File: config.mk
export PLATFORM = sky130hd
export DESIGN_NAME = slfc_front
export DESIGN_NICKNAME = d
export VERILOG_FILES = /design/src/sinr_link_set_feasibility_check_top_defines.svh /design/src/slfc_pkg.sv /design/src/slfc_front.sv
export SDC_FILE = /design/constraint.sdc
export NUM_CORES = 1
export LEC_CHECK = 0
export ABC_AREA = 1
export ABC_CLOCK_PERIOD_IN_PS = 5300
export BUFFER_PORTS_ARGS = -buffer_cell sky130_fd_sc_hd__buf_4
export CORE_MARGIN = 8
export CORE_UTILIZATION = 40
export CTS_CLUSTER_SIZE = 30
export DETAILED_ROUTE_END_ITERATION = 8
export PLACE_DENSITY = 0.76
export SYNTH_ARGS = -nofsm -noshare
export SYNTH_HDL_FRONTEND = slang
export SYNTH_SLANG_ARGS = --single-unit
File: constraint.sdc
create_clock -name clk -period 5.3 [get_ports clk]
set_clock_uncertainty 0.15 [all_clocks]
set_input_delay 1.59 -clock clk [delete_from_list [all_inputs] [get_ports clk]]
set_output_delay 1.59 -clock clk [all_outputs]
set_load 0.01 [all_outputs]
File: src/sinr_link_set_feasibility_check_top_defines.svh
// Assertion helpers for the link set feasibility checker.
`ifndef SINR_LINK_SET_FEASIBILITY_CHECK_TOP_DEFINES_SVH
`define SINR_LINK_SET_FEASIBILITY_CHECK_TOP_DEFINES_SVH

// Same-cycle implication, off while reset is asserted.
`define SLFC_ASSERT_NOW(label, clk, rst_n, ante, cons) \
    label: assert property (@(posedge clk) disable iff (!rst_n) (ante) |-> (cons)) \
        else $error("slfc: same-cycle check failed");

// Next-cycle implication, off while reset is asserted.
`define SLFC_ASSERT_NEXT(label, clk, rst_n, ante, cons) \
    label: assert property (@(posedge clk) disable iff (!rst_n) (ante) |=> (cons)) \
        else $error("slfc: next-cycle check failed");

`endif

File: src/slfc_pkg.sv
`default_nettype none
package slfc_pkg;

    localparam int MAX_NODES_DEF = 64;
    localparam int MAX_LINKS_DEF = 32;
    localparam int NODE_FW       = 6;
    localparam int POWER_W       = 48;
    localparam int THRESH_W      = 32;
    localparam int NODE_SLOTS    = 64;
    localparam int FIFO_DEPTH    = 2;
    localparam int STAT_CNT_W    = 8;
    localparam logic [THRESH_W-1:0] THRESH_RESET = 32'd655360;

    // Command class of one queued word
    typedef enum logic [1:0] {
        CMD_LOAD,
        CMD_LINK,
        CMD_CHECK
    } cmd_op_t;

    typedef struct packed {
        cmd_op_t              op;
        logic [NODE_FW-1:0]   tx;
        logic [NODE_FW-1:0]   rx;
        logic [POWER_W-1:0]   power;
    } cmd_t;

    // Check engine sequencer
    typedef enum logic [4:0] {
        B_IDLE,
        B_START,
        B_LINK_RD,
        B_LINK_GOT,
        B_M_RD,
        B_M_GOT,
        B_M_PW,
        B_M_DEN,
        B_SELF_RD,
        B_SELF_GOT,
        B_MUL0,
        B_MUL1,
        B_CMP,
        B_PLACE,
        B_PL_RD,
        B_PL_WR,
        B_NEXT,
        B_RESULT
    } back_state_t;

    typedef struct packed {
        logic                  checking;
        logic [STAT_CNT_W-1:0] link_cnt;
    } back_stat_t;

endpackage
`default_nettype wire

File: src/slfc_front.sv
`default_nettype none
module slfc_front (
    input  wire                         clk,
    input  wire                         rst_n,
    input  wire                         item_valid,
    output logic                        item_ready,
    input  wire                         kind,
    input  wire  [slfc_pkg::NODE_FW-1:0] tx_node,
    input  wire  [slfc_pkg::NODE_FW-1:0] rx_node,
    input  wire  [slfc_pkg::POWER_W-1:0] power,
    input  wire                         last,
    output logic                        push_valid,
    output slfc_pkg::cmd_t              push_cmd,
    input  wire                         push_ready
);
    import slfc_pkg::*;

    logic hold_valid_reg;
    cmd_t hold_cmd_reg;
    cmd_t cls_cmd;

    // Classify the incoming word; the last mark only counts on a link
    always_comb
    begin
        cls_cmd.tx    = tx_node;
        cls_cmd.rx    = rx_node;
        cls_cmd.power = power;
        if (!kind)
            cls_cmd.op = CMD_LOAD;
        else if (last)
            cls_cmd.op = CMD_CHECK;
        else
            cls_cmd.op = CMD_LINK;
    end

    assign item_ready = !hold_valid_reg || push_ready;
    assign push_valid = hold_valid_reg;
    assign push_cmd   = hold_cmd_reg;

    // Hold valid flag
    always_ff @(posedge clk or negedge rst_n)
    begin
        if (!rst_n)
            hold_valid_reg <= 1'b0;
        else if (item_ready)
            hold_valid_reg <= item_valid;
    end

    // Hold payload
    always_ff @(posedge clk)
    begin
        if (item_ready && item_valid)
            hold_cmd_reg <= cls_cmd;
    end

endmodule
`default_nettype wire

=== After elaboration in Yosys (flattened, before gate mapping) ===
Cells that the tools add are included.

* Register bits: 63
* Bits of input ports: 66
* Word-level logic and storage cells: 9

* Muxes and demuxes: 1
* Reductions and logical operators: 3

{| class="wikitable"
|+ Operators by type and width
! kind !! number
|-
| two-way mux 2 bit || 1
|-
| logical AND 1 bit || 1
|-
| zero test 1 bit || 1
|-
| logical OR 1 bit || 1
|}

=== Logic depth before layout (Yosys ltp) ===
* Depth in word-level cells: 3
* Mapped depth: 3
* Depth with buffers taken out: 3

=== Least setup slack after synthesis ===
Ideal clock, no wire load.

* Path kind: input -> register
* Start: input item_valid
* End: register hold_cmd_reg (netlist bit push_cmd[0]), enable pin
* Setup time: 0.502 ns
* Arrival: 4.643 ns
* Required time: 4.648 ns
* Setup slack: 0.005 ns
* Cell stages on the path: 2
* Path buffers: 0
* Cell sequence: inv_1 -> a21oi_1

* Word-level cells in the longest chain between the ends: 1

{| class="wikitable"
|+ Ends and longest elaborated chain
! item !! RTL line !! source
|-
| from (decl) || slfc_front.sv:5 || <nowiki>input wire item_valid,</nowiki>
|-
| logical AND 1 bit || slfc_front.sv:52 || <nowiki>if (item_ready && item_valid)</nowiki>
|-
| to (signal assigned) || slfc_front.sv:53 || <nowiki>hold_cmd_reg <= cls_cmd;</nowiki>
|-
| to (decl) || slfc_front.sv:19 || <nowiki>cmd_t hold_cmd_reg;</nowiki>
|}

Every way passes these cells.
A chain may end at the register's enable or synchronous reset.

=== Worst setup path in the final report ===
* Start: input push_ready
* End: output item_ready

* Word-level cells in the longest chain between the ends: 1

{| class="wikitable"
|+ Ends and longest elaborated chain
! item !! RTL line !! source
|-
| from (decl) || slfc_front.sv:14 || <nowiki>input wire push_ready</nowiki>
|-
| logical OR 1 bit || slfc_front.sv:36 || <nowiki>assign item_ready = !hold_valid_reg || push_ready;</nowiki>
|-
| to (decl) || slfc_front.sv:6 || <nowiki>output logic item_ready,</nowiki>
|}

Every way passes these cells.

==> out/qor.yml <==
critical_path:
  crit_arrival_ps: 2020
  cpMostUsedCell: "buf_4"
  cp_max_fo: 2
  reg2reg_from: "push_valid"
  r2r-end: "push_cmd[13]"
  cp-end-kind: "output pin"
  cp_slowest_cell: "buf_4"
  r2r_slack_ps: 3150
  required_ps: 3560
  reg2regPathDepth: 2
  start_kind: "primary input"
  cp-endpoint: "item_ready"
  critPathBufInv: 3
  critPathKind: "primary input to output pin"
  path_delay_family: "buffers and inverters"
  crit_chain: "buf_4, inv_1, nand2_1, buf_4"
  cp.depth: 4
  slowest_delay_ps: 150
  crit_start: "push_ready"
power_and_ir_drop:
  p_sw_mw: 0.217
  seqPwrFrac_pct: 57.6
  p_int_mw: 0.804
  peakVddDrop_mv: 0.218
  swShare_pct: 21.3
  p_leak_nw: 1.35
  clock_power_share_pct: 31.8
  pwr_density_cell_mw_per_mm2: 325
  pwr-share-comb_pct: 10.6
final_layout:
  most-common-layout-cells: "131 x buf_4, 62 x edfxtp_1, 9 x clkbuf_8, 4 x inv_1, 4 x clkinv_1"
  fin_nets: 280
  area_delta_synth_final_pct: 63.3
  drive_gt1_share_pct: 65.8
  n_fill_cell: 337
  antenna_cells: 0
  final_common_cell: "buf_4"
detailed_routing:
  drt-vias-per-instance: 4.34
  wl_per_cell_microns: 18.6
  route.detailed.drc: 0
  drt_pass1_iterations: 4
  drt_iter0_drc: 45
  vias: 1184
  antenna_left: 0
  routed_wirelength_microns: 5090
timing:
  post-route-min-period_ps: 3760
  max_freq_ghz: 0.266
  worst_pin_slew_ps: 1130
  setup_slack_ps: 1540
  relSlewSlack_pct: 24.5
  finalSetupTns_ps: 0
  hold_violations: 0
  setup_viol: 0
  finalCritPeriodShare_pct: 70.9
  grt_setup_unrepaired: "false"
  final_max_slew_viol_count: 0
run_status:
  outcome: "completed"
place:
  globalplace.congestion: 0.684
  dp_hpwl_microns: 4100
  port_buffers: 129
  dp_slack_ps: 1540
logic_synthesis:
  synth_area_sq_mm: 0.00192
  ys_ff_latch: 63
  synthDistinctLibCells: 6
  synth_seq_area_share_pct: 98.2
  synth_nets: 138
  synth_cells: 72
  avgSynthCellArea_sq_um: 26.7
  synth_warnings: 0
die:
  coreArea_sq_mm: 0.00469
  pin_count: 130
  start_util_pct: 41.0
  std_cell_rows: 25
  die_width_microns: 85.3
  die_y_microns: 85.3
  dieArea_sq_mm: 0.00728
global_route:
  grt_pass1_wl_microns: 7500
  grt_max_degree: 38
  grt_pass1_vias: 1445
  grt.overflow.total: 0
  antenna_found_initial: 0
  grt_usage_pct: 14.6
clocking:
  insertion_delay_ps: 320
  cts_root_buf: "clkbuf_8"
  cts-buffers-inserted: 9
  clk_path_buf_depth: 2
  htree_levels: 3
  cts_sinks: 63
  cts_tree: "done"
  ctsResizeCount: 0
  clkTransAtPathRegs_ps: 60
  post-cts-setup-buffer-count: 0
  ctsHoldBuffers: 0
hold_path:
  holdCritPathClass: "flip-flop to flip-flop"
run:
  cap_violations: 0
-- layout make-up --
| class | count | area (sq um) | share of cell area, % |
|---|---|---|---|
| Clock buffer | 9 | 124 | 3.95 |
| Clock inverter | 7 | 30.0 | 0.957 |
| Inverter | 4 | 15.0 | 0.478 |
| Multi-Input combinational cell | 5 | 31.3 | 0.997 |
| Sequential cell | 63 | 1890 | 60.1 |
| Tap cell | 54 | 67.6 | 2.15 |
| Timing Repair Buffer | 131 | 983 | 31.3 |
-- through the flow --
stage,power (mW),utilization [%],hold WS [ps],instance area (sq um),cells
final,1.02,66.9,441,3140,273
after global routing,1.06,66.9,485,3140,273
after CTS,1.04,66.9,441,3140,273
after detailed placement,0.710,63.6,427,2980,257
after global placement,0.706,63.6,423,2980,257
after floorplan,0.627,-,459,1920,72
-- Yosys cell counts --
library cell	number	area [sq um]
inv_1	4	15.0
nor2_1	1	3.75
nand2_1	3	11.3
a21oi_1	1	5.00
dfrtp_1	1	25.0
edfxtp_1	62	1860
-- layer usage --
layer / part of all wire [%] / track usage (%) / vias up
li1: - / - / 567
met4: 1.9 / 10.5 / 0
met1: 31 / 11.4 / 526
met2: 50 / 23.7 / 84
met3: 17 / 11.8 / 7
met5: 0 / 0 / -
-- worst min path at each step --
stage                          start         end  slack (ps)  cells past startpoint
after floorplan           push_valid  push_valid         460                      2
after global placement    push_valid  push_valid         420                      2
after detailed placement  push_valid  push_valid         430                      2
after CTS                 push_valid  push_valid         440                      2
after global routing      push_valid  push_valid         480                      2
final                     push_valid  push_valid         440                      2
-- power groups by stage --
stage	sequential (mW)	clock (mW)	combinational (mW)
after floorplan	0.616	0	0.0105
after global placement	0.598	0	0.108
after detailed placement	0.599	0	0.111
after CTS	0.589	0.337	0.111
after global routing	0.591	0.354	0.116
final	0.589	0.324	0.108
-- cells by family (layout without fill, tap and decap cells) --
family / after synthesis / count (layout) / synth area share (%)
and+or+nand+nor: 4 / 4 / 0.781
AOI/OAI and AO/OA: 1 / 1 / 0.260
DFF: 63 / 63 / 98.2
buffers and inverters: 4 / 151 / 0.781
-- flip-flops by register name, indices dropped and copies added (netlist names) --
name,cells
push_cmd,62
push_valid,1
-- tightest hold or removal path: cells and delay by family (launching register included) --
kind	cells	cell delay, ps
simple gates	2	150
flops	1	410
Note: power is estimated with default switching activity, not from simulation.
