**src/sinr_link_set_feasibility_check_top_defines.svh**
```systemverilog
// Assertion helpers for the link set feasibility checker.
`ifndef SINR_LINK_SET_FEASIBILITY_CHECK_TOP_DEFINES_SVH
`define SINR_LINK_SET_FEASIBILITY_CHECK_TOP_DEFINES_SVH

// Same-cycle implication, off while reset is asserted.
`define SLFC_ASSERT_NOW(label, clk, rst_n, ante, cons) \
    label: assert property (@(posedge clk) disable iff (!rst_n) (ante) |-> (cons)) \
        else $error("slfc: same-cycle check failed");

// Next-cycle implication, off while reset is asserted.
`define SLFC_ASSERT_NEXT(label, clk, rst_n, ante, cons) \
    label: assert property (@(posedge clk) disable iff (!rst_n) (ante) |=> (cons)) \
        else $error("slfc: next-cycle check failed");

`endif

```
**src/slfc_pkg.sv**
```systemverilog
`default_nettype none
package slfc_pkg;

    localparam int MAX_NODES_DEF = 64;
    localparam int MAX_LINKS_DEF = 32;
    localparam int NODE_FW       = 6;
    localparam int POWER_W       = 48;
    localparam int THRESH_W      = 32;
    localparam int NODE_SLOTS    = 64;
    localparam int FIFO_DEPTH    = 2;
    localparam int STAT_CNT_W    = 8;
    localparam logic [THRESH_W-1:0] THRESH_RESET = 32'd655360;

    // Command class of one queued word
    typedef enum logic [1:0] {
        CMD_LOAD,
        CMD_LINK,
        CMD_CHECK
    } cmd_op_t;

    typedef struct packed {
        cmd_op_t              op;
        logic [NODE_FW-1:0]   tx;
        logic [NODE_FW-1:0]   rx;
        logic [POWER_W-1:0]   power;
    } cmd_t;

    // Check engine sequencer
    typedef enum logic [4:0] {
        B_IDLE,
        B_START,
        B_LINK_RD,
        B_LINK_GOT,
        B_M_RD,
        B_M_GOT,
        B_M_PW,
        B_M_DEN,
        B_SELF_RD,
        B_SELF_GOT,
        B_MUL0,
        B_MUL1,
        B_CMP,
        B_PLACE,
        B_PL_RD,
        B_PL_WR,
        B_NEXT,
        B_RESULT
    } back_state_t;

    typedef struct packed {
        logic                  checking;
        logic [STAT_CNT_W-1:0] link_cnt;
    } back_stat_t;

endpackage
`default_nettype wire

```
**src/slfc_queue.sv**
```systemverilog
`default_nettype none
module slfc_queue (
    input  wire            clk,
    input  wire            rst_n,
    input  wire            push_valid,
    output logic           push_ready,
    input  slfc_pkg::cmd_t push_cmd,
    output logic           pop_valid,
    input  wire            pop_ready,
    output slfc_pkg::cmd_t pop_cmd
);
    import slfc_pkg::*;

    localparam int PTR_W = $clog2(FIFO_DEPTH);
    localparam int CNT_W = $clog2(FIFO_DEPTH + 1);

    cmd_t             slot_mem [FIFO_DEPTH];
    logic [PTR_W-1:0] wr_ptr_reg;
    logic [PTR_W-1:0] rd_ptr_reg;
    logic [CNT_W-1:0] fill_reg;
    logic             do_push;
    logic             do_pop;

    assign push_ready = fill_reg != CNT_W'(FIFO_DEPTH);
    assign pop_valid  = fill_reg != '0;
    assign pop_cmd    = slot_mem[rd_ptr_reg];
    assign do_push    = push_valid && push_ready;
    assign do_pop     = pop_valid && pop_ready;

    // Advance pointers and fill level
    always_ff @(posedge clk or negedge rst_n)
    begin
        if (!rst_n)
        begin
            wr_ptr_reg <= '0;
            rd_ptr_reg <= '0;
            fill_reg   <= '0;
        end
        else
        begin
            if (do_push)
                wr_ptr_reg <= (wr_ptr_reg == PTR_W'(FIFO_DEPTH - 1)) ? '0
                                                                     : wr_ptr_reg + 1'b1;
            if (do_pop)
                rd_ptr_reg <= (rd_ptr_reg == PTR_W'(FIFO_DEPTH - 1)) ? '0
                                                                     : rd_ptr_reg + 1'b1;
            if (do_push && !do_pop)
                fill_reg <= fill_reg + 1'b1;
            else if (do_pop && !do_push)
                fill_reg <= fill_reg - 1'b1;
        end
    end

    // Store the pushed word
    always_ff @(posedge clk)
    begin
        if (do_push)
            slot_mem[wr_ptr_reg] <= push_cmd;
    end

endmodule
`default_nettype wire

```
**config.mk**
```make
export PLATFORM = sky130hd
export DESIGN_NAME = slfc_queue
export DESIGN_NICKNAME = d
export VERILOG_FILES = /design/src/sinr_link_set_feasibility_check_top_defines.svh /design/src/slfc_pkg.sv /design/src/slfc_queue.sv
export SDC_FILE = /design/constraint.sdc
export NUM_CORES = 1
export LEC_CHECK = 0
export ABC_CLOCK_PERIOD_IN_PS = 9400
export BUFFER_PORTS_ARGS = -buffer_cell sky130_fd_sc_hd__buf_2
export CAP_MARGIN = 20
export CORE_ASPECT_RATIO = 1.5
export CORE_MARGIN = 5
export CORE_UTILIZATION = 55
export CTS_BUF_LIST = sky130_fd_sc_hd__clkbuf_8
export CTS_CLUSTER_SIZE = 24
export DETAILED_ROUTE_END_ITERATION = 16
export HOLD_SLACK_MARGIN = 0.15
export PLACE_DENSITY_LB_ADDON = 0.15
export REMOVE_ABC_BUFFERS = 1
export SYNTH_ARGS = -nofsm -noshare
export SYNTH_HDL_FRONTEND = slang
export SYNTH_SLANG_ARGS = --single-unit
```
**constraint.sdc**
```tcl
create_clock -name clk -period 9.4 [get_ports clk]
set_input_delay 0 -clock clk [delete_from_list [all_inputs] [get_ports clk]]
set_output_delay 0 -clock clk [all_outputs]
set_load 0.02 [all_outputs]
```
# Word-level counts from Yosys, hierarchy flattened
# Memory sizes are Yosys's and may differ from the RTL's.
# Index checks and enable logic that the tools add are counted.
totals:
  ff_bits: 4
  ramBits: 124
  in_bits: 66
  out_inout_bits: 64
  word_cells: 23
  memories: 1
mem_list:
  columns: ["name", "depth", "word_bits", "read_ports", "rd_ports_with_merged_regs", "wr", "line_no", "source"]
  rows:
  - ["slot_mem", 2, 62, 1, 0, 1, "slfc_queue.sv:17", "cmd_t slot_mem [FIFO_DEPTH];"]
op_classes:
  add_sub_neg: 4
  n_eq_ne: 1
  n_mux: 6
  n_reduce_logical: 8
ops:
  columns: ["cell", "n"]
  rows:
  - ["1-bit logical AND", 4]
  - ["1-bit two-way mux", 4]
  - ["2-bit two-way mux", 2]
  - ["2-bit nonzero test", 2]
  - ["1-bit adder (second input constant)", 2]
  - ["2-bit by 1-bit adder with 2-bit output (second input constant)", 1]
  - ["1-bit logical NOT", 2]
  - ["2-bit != test (second input constant)", 1]
  - ["2-bit by 1-bit subtractor with 2-bit output (second input constant)", 1]

# Depth between registers and ports, before layout
# Gate-level depths: netlist of run 1.
logic_depth:
  ltp_word: 6
  ltp_mapped: 7
  ltp_nobuf: 7

# Worst setup path after synthesis of run 1
# Ideal clock, no wire load.
synth_timing:
  path_kind: "flip-flop to flip-flop"
  from: "register fill_reg[0]"
  to: "memory slot_mem[0][0] (netlist bit) (enable)"
  setup_ns: 0.482
  t_arrival_ns: 3.392
  t_required_ns: 8.918
  setup_slack_ns: 5.525
  path_stages_with_launch: 4
  path_buffers: 0
  period_less_slack_ns: 3.875
  cell_sequence: "dfrtp_1 nand2b_1 nand2_1 nor2_1"
synth_between:
  elab_chain_len: 4
synth_lines:
  columns: ["element", "line_no", "source"]
  rows:
  - ["start, declared", "slfc_queue.sv:20", "logic [CNT_W-1:0] fill_reg;"]
  - ["start signal, assigned", "slfc_queue.sv:48", "fill_reg <= fill_reg + 1'b1;"]
  - ["start signal, assigned", "slfc_queue.sv:50", "fill_reg <= fill_reg - 1'b1;"]
  - ["2-bit != test", "slfc_queue.sv:24", "assign push_ready = fill_reg != CNT_W'(FIFO_DEPTH);"]
  - ["via push_ready", "slfc_queue.sv:6", "output logic push_ready,"]
  - ["1-bit logical AND", "slfc_queue.sv:27", "assign do_push = push_valid && push_ready;"]
  - ["1-bit two-way mux", "slfc_queue.sv:57", "if (do_push)"]
  - ["1-bit two-way mux (not written as such)", "slfc_queue.sv:58", "slot_mem[wr_ptr_reg] <= push_cmd;"]
  - ["end, declared", "slfc_queue.sv:17", null]
# The timed path passes the listed nets, and every way through them passes these cells.

==> flow_summary.toml, run 1 <==
[status]
outcome = "finished, final reports clean"

[synth]
synth_cells = 211
yosys.area.top_type = "edfxtp_1"
ys_seq_area_share_pct = 76.96
synth_enable_flop_cells = 124
synth_flop_cell = "edfxtp_1"
synth.distinct_cells = 15
netlist_area_um2 = 4969
synth-seq-cells = 128
synthTopCellsByCount = "edfxtp_1 (124), mux2_4 (59), buf_12 (6), dfrtp_1 (4)"
yosys_warnings = 0
synth_top_area_share_pct = 74.94
yosysMostFrequentCell = "edfxtp_1"
async_flop_share_pct = 3.125
synthTopCellsByArea = "edfxtp_1 (75%), mux2_4 (18%), buf_12 (2.4%), dfrtp_1 (2.0%), mux2_2 (0.68%)"
syn_area_per_cell_um2 = 23.55

[power]
p_leak_nw = 2.737
share_comb_of_total_power_pct = 35.1
p_int_mw = 1.372
power.density_nw_per_um2 = 299.7
seqPwrFrac_pct = 42.7
ir_drop_mv = 0.3332
swShare_pct = 31.83
netSwitchingPower_mw = 0.6405
clkPwrFrac_pct = 22.2

[placement]
port_buffers = 129
hpwl_um = 5260
place_congestion = 0.6891
dp.cells = 445

[clock_network]
cts_buffers = 17
clkLatencyLatePin_ps = 420
path_clk_slew_ps = 70
cts_root_buf = "clkbuf_8"
clock-sinks = 128
cts_max_level = 4
max-clock-path-buffers = 2
cts_tree = "done"

[flow_run]
cap_violations = 0

[setup_path]
worstPathMaxFanout = 33
end_kind = "primary output"
crit_arrival_ps = 2090
cp_slowest_cell = "dfrtp_4"
path_class = "flip-flop to primary output"
max_stage_delay_ps = 830
start_kind = "flip-flop"
required_ps = 9400
crit_chain = "buf_12 -> mux2_4 -> buf_2"

[drt]
vias = 2587
drc = 0
dr.first_iter.drc_count = 125
wire_per_inst_um = 16.76
first_pass_iters = 4
viasPerCell = 4.756
wirelength_um = 9116
ant_nets = 0

[timing]
worstMarginPinSlew_ps = 817.0
period_needed_ps = 2095
hold_violations = 0
fmax_mhz = 477.4
rsz0062_at_grt = "false"
tns_ps = 0
setup_viol = 0
drv_slew = 0
fin_crit_sh_pct = 22.28
finClkSkew_ps = 5.838
slew_headroom_pct = 45.53

[final_layout]
largest_reg_flops = 124
drive_gt1_share_pct = 51.61
area_growth_pct = 35.13
stdcell_count = 544
num_antenna_cells = 0
fin_nets = 488

[floorplanning]
fp.dieH_um = 126.4
rows = 42
die-area_um2 = 11070
coreArea_um2 = 8828
chipWidth_um = 87.61
initial_core_util_pct = 56.28
ios = 130

[global_route]
use_met1_pct = 19.17
grt_max_degree = 64
overflow = 0
grt_pass1_vias = 2827
grt_use_met2_pct = 29.35
antenna_found_initial = 0
gr-max-usage-layer = "met2"
grt_pass1_wl_um = 13910
met3_usage_pct = 6.619
grt.total_usage_pct = 17.33

[worst_hold_path]
hp-class = "input pin to flip-flop"
## routing by layer
| layer | part of all wire, % | vias up | routed length (um) |
|---|---|---|---|
| met4 | 2.2 | 0 | 198 |
| li1 | - | 1250 | - |
| met5 | 0 | - | 0 |
| met1 | 37 | 1221 | 3415 |
| met3 | 7.4 | 18 | 674 |
| met2 | 53 | 98 | 4828 |
## area by class of cell
class / instances / area [um2]
clock inverters: 15 / 151.4
clock buffers: 17 / 234.0
fillers: 524 / 2115
inverters: 1 / 3.754
repair buffers: 198 / 1341
multi-input cells: 75 / 1018
well taps: 110 / 137.6
flip-flops and latches: 128 / 3827
## kinds of logic (layout without fill, tap and decap cells)
group | count (synthesis) | in the layout | share of synthesized area, %
DFF | 128 | 128 | 76.96
and+or+nand+nor | 7 | 7 | 0.6803
buffers and inverters | 8 | 231 | 2.720
adders and majority gates | 1 | 1 | 0.2518
muxes | 62 | 62 | 18.51
xor gates and xnor gates | 5 | 5 | 0.8816
## path summary, 6_finish.rpt
kind	slack, ps	from	to	depth (start not counted)
setup / recovery	7310	rd_ptr_reg$_DFFE_PN0P_	pop_cmd[54]	3
hold reg to reg	540	fill_reg[1]$_DFFE_PN0P_	fill_reg[1]$_DFFE_PN0P_	1
setup reg to reg	7530	fill_reg[0]$_DFFE_PN0P_	slot_mem[0][45]$_DFFE_PP_	4
hold / removal	300	push_cmd[57]	slot_mem[0][57]$_DFFE_PP_	2
max in group asynchronous	8700	rst_n	rd_ptr_reg$_DFFE_PN0P_	3
min in group asynchronous	500	rst_n	rd_ptr_reg$_DFFE_PN0P_	3
## power groups by stage
stage                     logic (mW)  clock network (mW)  registers, mW
after detailed placement       0.653                   0          0.907
after floorplan                0.499                   0          0.882
final                          0.705               0.447          0.859
after global placement         0.651                   0          0.896
after CTS                      0.679               0.455          0.896
after global routing           0.745               0.483          0.874
## layout by cell type (no fill, tap or decap)
cell,netlist,final
buf_2,0,129
clkinv_1,0,4
edfxtp_1,124,124
mux2_2,3,3
nand2b_1,1,1
buf_12,6,1
xnor2_1,3,3
clkinv_2,0,4
nand2_1,2,2
dlygate4sd3_1,0,66
dfrtp_1,4,3
clkinvlp_4,0,3
nor2_4,0,1
or2_1,1,1
and3_2,0,1
xor2_1,2,2
clkbuf_8,0,17
ha_1,1,1
buf_4,0,2
inv_1,1,2
mux2_4,59,59
nor2_1,2,1
dfrtp_4,0,1
bufinv_16,0,3
## timing repair
action / CTS / global route
hold buffers: 66 / 0
buffers inserted: 0 / 0
hold endpoints to repair: 132 / 0
resized for setup: 0 / 0
## critical path, delay by kind of cell (launching register included)
| family | cells | cell delay (ps) |
|---|---|---|
| mux | 1 | 330 |
| buf+inv | 2 | 490 |
| flops | 1 | 830 |
## stage by stage
step / cell area [um2] / total power [mW] / util (%) / worst slack [ps] / hold slack (ps)
6_report: 6714 / 2.012 / 76.05 / 7305 / 298.2
3_5_place_dp: 5648 / 1.560 / 63.97 / 7545 / -187.7
2_1_floorplan: 4837 / 1.381 / - / 5525 / -295.6
3_3_place_gp: 5648 / 1.547 / 63.97 / 7607 / -191.8
4_1_cts: 6694 / 2.030 / 75.82 / 7104 / 262.5
5_1_grt: 6714 / 2.102 / 76.05 / 7197 / 272.2
Power figures use the tool's default switching activity.
==> inputs of run 2 (changes only) <==
Settings changed: ABC_CLOCK_PERIOD_IN_PS 9400 to 2000, CORE_UTILIZATION 55 to 54.
Clock period 9.4 ns to 2 ns, I/O delays scaled along.
==> run 2 against run 1 <==
  * Via count up 3.6%
  * Final area up 0.67%
  * Register-to-register slack worse by 7200 ps
  * Utilization down 2.2 points
  * Wire length up 2.9%
  * Critical path depth unchanged
  * Largest power group unchanged
  * Hold slack better by 5.9 ps
  * Global-route usage up 0.12 points
  * Critical path type unchanged
  * First-iteration DRC count up 13%
  * Highest routed layer unchanged
  * Non-clock buffer count up 3
  * Clock skew up 1.5 ps
==> flow_summary.toml, run 2 (same netlist as run 1, synthesis figures left out) <==
[status]
outcome = "finished, final reports clean"

[setup_path]
reg2reg_to = "fill_reg[1]$_DFFE_PN0P_"
required_ps = 2000
start_kind = "flip-flop"
path_class = "flip-flop to primary output"
reg2reg_depth = 6
r2r_start = "fill_reg[0]$_DFFE_PN0P_"
crit_arrival_ps = 1660
r2r_slack_ps = 340
end_kind = "primary output"
worstPathMaxFanout = 35

[timing]
setup_viol = 0
period_needed_ps = 1665
hold_violations = 0
worstMarginPinSlew_ps = 300.5
finClkSkew_ps = 7.356
fmax_mhz = 600.7
fin_crit_sh_pct = 83.24
hold_ws_ps = 304.1
drv_slew = 0
fin_ws_ps = 335.2
rsz0062_at_grt = "false"
slew_headroom_pct = 79.97

[worst_hold_path]
min_from = "push_cmd[24]"
hold-path-cell-count = 2
whs_endpoint = "slot_mem[1][24]$_DFFE_PP_"
hp-class = "input pin to flip-flop"

[global_route]
grt_max_degree = 43
grt_pass1_vias = 2943
antenna_found_initial = 0
grt_pass1_wl_um = 14320
grt.total_usage_pct = 17.44
overflow = 0

[floorplanning]
initial_core_util_pct = 54.32
chipWidth_um = 88.32
rows = 43
die-area_um2 = 11260
ios = 130
fp.dieH_um = 127.5
coreArea_um2 = 9146

[final_layout]
multi_input_area_um2 = 1018
largest_reg_flops = 124
final_common_cell = "buf_2"
drive_gt1_share_pct = 50.92
area_growth_pct = 36.04
layout_common_cells = "buf_2 (129), edfxtp_1 (124), dlygate4sd3_1 (66), mux2_4 (59), clkbuf_8 (17)"
fin_nets = 491
seq_area_um2 = 3827
num_antenna_cells = 0
stdcell_count = 548
n_fill_cell = 564

[drt]
ant_nets = 0
vias = 2680
first_pass_iters = 4
drc = 0
dr.first_iter.drc_count = 141
viasPerCell = 4.891
wirelength_um = 9379
wire_per_inst_um = 17.11

[clock_network]
cts_buffers = 17
cts_max_level = 4
path_clk_slew_ps = 70
cts_tree = "done"
max-clock-path-buffers = 2
clkLatencyLatePin_ps = 420
clock-sinks = 128
cts_resized = 0
cts_root_buf = "clkbuf_8"

[placement]
place_congestion = 0.6859
hpwl_um = 5584
dp.cells = 451
port_buffers = 129
place_ws_ps = 474.7

[power]
power.density_nw_per_um2 = 1409
p_leak_nw = 2.773
ir_drop_mv = 0.9881
total_power_mw = 9.526

[flow_run]
cap_violations = 0
[run 2: cell types whose count changed in the layout (fill, tap and decap cells not counted)]
cell	before	now
inv_1	2	5
clkinv_1	4	5
clkinv_2	4	2
buf_12	1	4
clkinvlp_4	3	0
[run 2: worst max path at each step]
stage | to | cells past startpoint | startpoint
2_1_floorplan | slot_mem[0][0]$_DFFE_PP_ | 3 | fill_reg[0]$_DFFE_PN0P_
3_3_place_gp | fill_reg[1]$_DFFE_PN0P_ | 7 | fill_reg[0]$_DFFE_PN0P_
3_5_place_dp | fill_reg[1]$_DFFE_PN0P_ | 6 | fill_reg[0]$_DFFE_PN0P_
4_1_cts | pop_cmd[41] | 3 | rd_ptr_reg$_DFFE_PN0P_
5_1_grt | fill_reg[1]$_DFFE_PN0P_ | 7 | fill_reg[0]$_DFFE_PN0P_
6_report | pop_cmd[41] | 3 | rd_ptr_reg$_DFFE_PN0P_
[run 2: critical path: stages (launching register included)]
cell	delay [ps]
dfrtp_4	440
buf_12	270
mux2_2	370
buf_2	160
[run 2: metrics by stage]
stage | area [um2] | setup TNS, ps | util, %
final | 6759 | 0 | 73.90
after global routing | 6759 | 0 | 73.90
after CTS | 6759 | 0 | 73.90
after detailed placement | 5731 | 0 | 62.65
after global placement | 5731 | 0 | 62.65
after floorplan | 4837 | -203070 | -
[run 2: area by class of cell]
| cell class | instances | area share [%] |
|---|---|---|
| sequential | 128 | 56.63 |
| timing repair buffer | 201 | 20.73 |
| multi-input combinational | 75 | 15.07 |
| clock buffer | 17 | 3.462 |
| tap | 112 | 2.073 |
| clock inverter | 14 | 1.981 |
| inverter | 1 | 0.05554 |
[run 2: power breakdown]
group | internal [mW] | switching, mW
logic | 1.66 | 1.96
clock network | 1.18 | 0.865
registers | 3.67 | 0.187
[run 2: routing by layer]
metal  part of all wire (%)  GRT usage (%)  up-vias  routed length [um]
met5                      0              0        -                   0
met3                    7.0          6.774       17                 652
li1                       -              -     1255                   -
met4                    1.9          7.028        0                 177
met1                     36          18.37     1308                3358
met2                     55          30.59      100                5190
[run 2: repair_timing]
action / in CTS / in global routing
hold endpoints to repair: 131 / 0
buffers inserted: 0 / 0
hold buffers: 66 / 0
